File: src/hw/rtl/qnun_pkg.sv
// Shared constants for the quad Newell unit normal core.
// No dependencies; imported by every module of the core.
package qnun_pkg;

    localparam int NUM_AXES   = 3;
    localparam int NUM_VERTS  = 4;
    // Normal magnitudes are brought below 2^A_BITS before squaring.
    localparam int A_BITS     = 31;
    localparam int SQ_BITS    = 2 * A_BITS;
    localparam int LEN_BITS   = 64;
    // Headroom of the rounding comparator above 2F + LEN_BITS.
    localparam int WIDE_EXTRA = 5;

endpackage

File: src/hw/rtl/qnun_step.sv
// One bit of the rounded quotient a * 2^F / sqrt(L) for one component.
// Depends on qnun_pkg.
module qnun_step
    import qnun_pkg::*;
#(
    parameter int F   = 14,
    parameter int BIT = 0
) (
    input  logic                                     aclk,
    input  logic                                     en,
    input  logic signed [2*F+LEN_BITS+WIDE_EXTRA-1:0] sq_acc_in,
    input  logic signed [2*F+LEN_BITS+WIDE_EXTRA-1:0] lin_acc_in,
    input  logic signed [2*F+LEN_BITS+WIDE_EXTRA-1:0] bound_in,
    input  logic [LEN_BITS-1:0]                      len_in,
    input  logic [F:0]                               quo_in,
    input  logic                                     neg_in,
    output logic signed [2*F+LEN_BITS+WIDE_EXTRA-1:0] sq_acc_reg,
    output logic signed [2*F+LEN_BITS+WIDE_EXTRA-1:0] lin_acc_reg,
    output logic signed [2*F+LEN_BITS+WIDE_EXTRA-1:0] bound_reg,
    output logic [LEN_BITS-1:0]                      len_reg,
    output logic [F:0]                               quo_reg,
    output logic                                     neg_reg
);

    localparam int WW = 2 * F + LEN_BITS + WIDE_EXTRA;

    logic signed [WW-1:0] len_w;
    logic signed [WW-1:0] trial;
    logic                 fits;
    logic [F:0]           quo_next;

    // With r = 2q - 1 held as r^2 L and r L, raising q by 2^BIT adds
    // 2^(BIT+2) r L + 2^(2 BIT + 2) L to r^2 L.
    assign len_w = $signed(WW'(len_in));
    assign trial = sq_acc_in + (lin_acc_in <<< (BIT + 2)) + (len_w <<< (2 * BIT + 2));
    assign fits  = (trial <= bound_in);

    always_comb begin
        quo_next      = quo_in;
        quo_next[BIT] = fits;
    end

    always_ff @(posedge aclk) begin
        if (en) begin
            sq_acc_reg  <= fits ? trial : sq_acc_in;
            lin_acc_reg <= fits ? lin_acc_in + (len_w <<< (BIT + 1)) : lin_acc_in;
            bound_reg   <= bound_in;
            len_reg     <= len_in;
            quo_reg     <= quo_next;
            neg_reg     <= neg_in;
        end
    end

endmodule

File: config.mk
export PLATFORM = sky130hd
export DESIGN_NAME = qnun_step
export DESIGN_NICKNAME = d
export VERILOG_FILES = /design/src/hw/rtl/qnun_pkg.sv /design/src/hw/rtl/qnun_step.sv
export SDC_FILE = /design/constraint.sdc
export NUM_CORES = 1
export LEC_CHECK = 0
export BUFFER_PORTS_ARGS = -buffer_cell sky130_fd_sc_hd__buf_2
export CORE_AREA = 2 2 287 289
export CTS_BUF_LIST = sky130_fd_sc_hd__clkbuf_4
export DETAILED_ROUTE_END_ITERATION = 16
export DIE_AREA = 0 0 289 291
export GPL_TIMING_DRIVEN = 0
export PLACE_DENSITY = 0.64
export SLEW_MARGIN = 20
export SYNTH_ARGS = -nofsm -noshare
export SYNTH_HDL_FRONTEND = slang
export SYNTH_SLANG_ARGS = --single-unit
File: constraint.sdc
create_clock -name aclk -period 21.1 [get_ports aclk]
set_input_delay 4.22 -clock aclk [delete_from_list [all_inputs] [get_ports aclk]]
set_output_delay 4.22 -clock aclk [all_outputs]
set_load 0.02 [all_outputs]
# == Yosys cells after proc, flatten, opt, wreduce, memory -nomap -nowiden ==
# Cells that the tools add are included.
# op_classes
addsub,3
magnitude_cmp,1
mux,2
# ops
cell,count
97-bit two-way mux,2
97-bit by 66-bit adder with 97-bit output,1
97-bit by 67-bit adder with 97-bit output,1
97-bit adder,1
97-bit <= comparator,1
# totals
inputBits,373
word_cells,12
reg_bits,371
out_inout_bits,371

# == Longest topological paths before layout ==
# logic_depth
depth_word,4
mapped_depth,31
mapped_depth_nobuf,29

# == Least setup slack after synthesis ==
# OpenSTA, ideal clock, no wires.
# synth_path
kind,input to register
start,input port sq_acc_in[3]
end,"register sq_acc_reg[10], data pin"
t_required_ps,20840
arrival_time_ps,9622
setup_ps,260
setup_slack_ps,11218
cell_stages,28
path_buffers,2
path_cell_list,inv_1 fa_1 inv_1 ha_1 inv_1 fa_1 nand2b_1 a21oi_1 o21ai_1 o21ai_1 nand3_1 a21oi_1 o21ai_0 a21oi_1 a21boi_0 xnor2_1 ha_1 nand4_1 nor4_1 and2_1 nand3_1 a2bb2oi_1 nand3_1 a21oi_1 o31ai_2 buf_4 buf_2 mux2_2
# synth_via
elab_chain_len,4
# synth_rtl
item,line,text
start: declaration,qnun_step.sv:11,"input logic signed [2*F+LEN_BITS+WIDE_EXTRA-1:0] sq_acc_in,"
97-bit adder (*),qnun_step.sv:35,assign trial = sq_acc_in + (lin_acc_in <<< (BIT + 2)) + (len_w <<< (2 * BIT + 2));
97-bit by 67-bit adder with 97-bit output (*),qnun_step.sv:35,
97-bit <= comparator,qnun_step.sv:36,assign fits = (trial <= bound_in);
97-bit two-way mux (*),qnun_step.sv:45,sq_acc_reg <= fits ? trial : sq_acc_in;
end signal: assignment,qnun_step.sv:45,
end: declaration,qnun_step.sv:17,"output logic signed [2*F+LEN_BITS+WIDE_EXTRA-1:0] sq_acc_reg,"
# Mark *: on every way between the ends. The rest lies on a longest branch, timed or not.
# A chain may end at the register's enable or synchronous reset.

# == Final worst setup path ==
# layout_path
start,input port len_in[1]
end,"register lin_acc_reg[79], data pin"
# layout_via
elab_chain_len,3
elab_cells_between_ends,4
cone_classes,2 x add/sub; 1 x order compare; 1 x mux
# layout_rtl
item,line,text
start: declaration,qnun_step.sv:14,"input logic [LEN_BITS-1:0] len_in,"
97-bit by 67-bit adder with 97-bit output,qnun_step.sv:35,
97-bit <= comparator,qnun_step.sv:36,
97-bit two-way mux (*),qnun_step.sv:46,lin_acc_reg <= fits ? lin_acc_in + (len_w <<< (BIT + 1)) : lin_acc_in;
end signal: assignment,qnun_step.sv:46,
end: declaration,qnun_step.sv:18,"output logic signed [2*F+LEN_BITS+WIDE_EXTRA-1:0] lin_acc_reg,"
# Marks and branches as above.

==> results.json <==
{
  "postSynthCellCount": 2671,
  "yosys.area.top_type": "edfxtp_1",
  "cp-start-kind": "input pin",
  "clock_sinks": 371,
  "whs_path_depth": 1,
  "cts_resized": 0,
  "cts_inserted_buffers": 102,
  "nets": 4245,
  "die_h_um": 291,
  "powerDensity_nw_per_um2": 95.0,
  "grt_start_max_net_pins": 103,
  "cts_setup_buffers": 0,
  "io_buffers": 742,
  "placed_area_um2": 32700,
  "cts_buffer_depth": 3,
  "grt_pass1_vias": 24800,
  "synthFlopType": "edfxtp_1",
  "endpoint": "lin_acc_reg[79]$_DFFE_PP_",
  "hold_viol": 0,
  "syn-num-nets": 3394,
  "slew_headroom": 0.256,
  "avgSynthCellArea_um2": 10.3,
  "slowest_delay_ns": 0.91,
  "cp_max_fo": 10,
  "io_pins": 744,
  "ant_nets": 0,
  "maxCapViolations": 0,
  "fin_crit_sh": 0.607,
  "required_ns": 21.72,
  "yosysSeqAreaShare": 0.405,
  "grt_pass1_wl_um": 158000,
  "outcome": "finished clean",
  "antenna_found_initial": 19,
  "comb_power_share": 0.478,
  "fin_area_um2": 34000,
  "setup_ws_ns": 8.30,
  "worst_slew_pin_slew_ns": 1.12,
  "routed-via-count": 25100,
  "fp.dieArea_um2": 84100,
  "rows": 105,
  "max_freq_ghz": 0.0781,
  "yosysTopAreaCellShare": 0.405,
  "grt_overflow_total": 0,
  "drtPass1Iterations": 8,
  "vias_per_cell": 5.37,
  "ys_top_cells_by_area": "edfxtp_1 41%, ha_1 13%, fa_1 4.8%, a21oi_1 4.4%, xnor2_1 3.6%",
  "fillCellCount": 8076,
  "cts_tree": "yes",
  "final_max_slew_viol_count": 0,
  "htreeDepth": 3,
  "yosysWarnings": 0,
  "cts_hold_buf": 0,
  "cp.arrival_ns": 13.43,
  "finalWeightedCongestion": 0.951,
  "crit_type": "input pin to flip-flop",
  "p_sw_frac": 0.423,
  "dp_slack_ns": 7.40,
  "syn_to_final_growth_pct": 23.7,
  "drt_iter0_drc": 2113,
  "p_leak_nw": 15.0,
  "clkPwrFrac": 0.207,
  "setup_viol": 0,
  "ir_drop_uv": 46.7,
  "core_area_um2": 81200,
  "crit_slowest_cell": "a21oi_1",
  "wl_per_cell_um": 23.6,
  "die_w_um": 289,
  "groute.usage.overall": 0.254,
  "startpoint": "len_in[1]",
  "cts.clk_slew.worst_paths_ns": 0.06,
  "finalSetupTns_ns": 0,
  "min_period_ns": 12.80,
  "start_util": 0.339,
  "netSwitchingPower_mw": 1.37,
  "ys_types": 85,
  "ys_async_sr_fraction": 0,
  "seqPwrFrac": 0.315,
  "rsz0062_at_grt": "no",
  "drt-total-wl_um": 110000,
  "syn_area_um2": 27500,
  "dp_hpwl_um": 92100,
  "internal-power_mw": 1.86,
  "drive_gt1_frac": 0.294,
  "cp-end-kind": "flip-flop",
  "ys_ff_latch": 371,
  "route.detailed.drc": 0,
  "hold_class": "input pin to flip-flop",
  "cts_root_buf": "clkbuf_4",
  "synth-edff-count": 371
}
-- cell type report --
type	instances	area (µm²)	share of cell area
Antenna cell	11	27.5	0.000809
Buffer	95	432	0.0127
Clock buffer	139	1040	0.0307
Clock inverter	36	244	0.00717
Inverter	160	601	0.0177
Multi-Input combinational cell	2045	15300	0.451
Sequential cell	371	11100	0.328
Tap cell	1070	1340	0.0394
Timing Repair Buffer	747	3850	0.113
-- power groups by stage --
| stage | clock network, mW | logic, mW | registers, mW |
|---|---|---|---|
| finish | 0.668 | 1.54 | 1.02 |
| global route | 0.723 | 1.68 | 1.03 |
| CTS | 0.689 | 1.54 | 1.02 |
| detailed placement | 0 | 1.54 | 1.03 |
| global placement | 0 | 1.52 | 1.04 |
| floorplan | 0 | 0.779 | 1.20 |
-- cells in the mapped netlist, types with 7 or more instances --
master / number
edfxtp_1: 371
ha_1: 284
nand2_1: 262
a21oi_1: 244
o21ai_0: 197
inv_1: 159
nor2_1: 123
xnor2_1: 114
a21o_1: 89
nand4_1: 85
mux2_2: 83
xor2_1: 73
fa_1: 66
clkbuf_1: 62
nand3_1: 46
o21bai_1: 44
nor3_1: 33
and3_1: 26
a31oi_1: 25
nor4_1: 20
buf_2: 19
and2_1: 18
nor2b_1: 16
nand2b_1: 15
o21a_1: 15
o31ai_1: 13
o211ai_1: 12
or3_1: 11
a221oi_1: 10
a21boi_0: 9
buf_4: 9
o21ai_1: 9
a211oi_1: 8
and4_1: 7
-- through the flow --
step | utilization | hold slack [ns] | instances | power (mW)
6_report | 0.419 | 3.51 | 4674 | 3.23
5_1_grt | 0.419 | 3.42 | 4674 | 3.43
4_1_cts | 0.419 | 3.36 | 4663 | 3.25
3_5_place_dp | 0.403 | 4.40 | 4488 | 2.57
3_3_place_gp | 0.401 | 4.40 | 4483 | 2.56
2_1_floorplan | - | 4.32 | 2671 | 1.98
-- routing by layer --
| metal | up-vias | share of wire | track usage |
|---|---|---|---|
| met4 | 10 | 0.031 | 0.0947 |
| met2 | 1076 | 0.47 | 0.415 |
| li1 | 11700 | - | - |
| met3 | 183 | 0.065 | 0.0360 |
| met1 | 12100 | 0.43 | 0.338 |
| met5 | - | 0.00064 | 0 |
-- cells in the final DEF, fill, tap and decap left out, types with 12 or more instances in the layout --
cell type  count
a31oi_1       25
and3_1        26
nor2b_1       16
a21o_1        89
xor2_1        73
o21bai_1      44
fa_1          66
o21a_1        15
o31ai_1       13
inv_1        159
nor4_1        20
o211ai_1      12
ha_1         284
nand2_1      262
nor2_1       123
a21oi_1      244
buf_2        760
and2_1        18
xnor2_1      114
nand2b_1      15
nand4_1       85
nand3_1       46
clkinv_1      21
nor3_1        33
edfxtp_1     371
clkbuf_1      62
clkbuf_4     139
o21ai_0      197
mux2_2        83
-- how the worst min path moves through the flow --
| stage | from | to | slack, ns |
|---|---|---|---|
| finish | quo_in[7] | quo_reg[7]$_DFFE_PP_ | 3.51 |
| CTS | quo_in[11] | quo_reg[11]$_DFFE_PP_ | 3.36 |
| global route | quo_in[11] | quo_reg[11]$_DFFE_PP_ | 3.42 |
| floorplan | bound_in[0] | bound_reg[0]$_DFFE_PP_ | 4.32 |
| detailed placement | quo_in[8] | quo_reg[8]$_DFFE_PP_ | 4.40 |
| global placement | quo_in[7] | quo_reg[7]$_DFFE_PP_ | 4.40 |
-- critical path: cells and delay by family --
| kind | cells | cell delay (ns) |
|---|---|---|
| AOI/OAI and AO/OA | 10 | 4.26 |
| and+or+nand+nor | 7 | 2.24 |
| adders and majority gates | 4 | 1.32 |
| buffers and inverters | 6 | 0.91 |
| xor gates and xnor gates | 2 | 0.40 |
-- logic make-up after synthesis --
logic type	Yosys count	synth area share
and+or+nand+nor	680	0.118
adders and majority gates	350	0.177
AOI/OAI and AO/OA	744	0.168
buffers and inverters	255	0.0375
DFF	371	0.405
muxes	84	0.0345
xor gates and xnor gates	187	0.0596
Note: power is estimated with default switching activity, not from simulation.
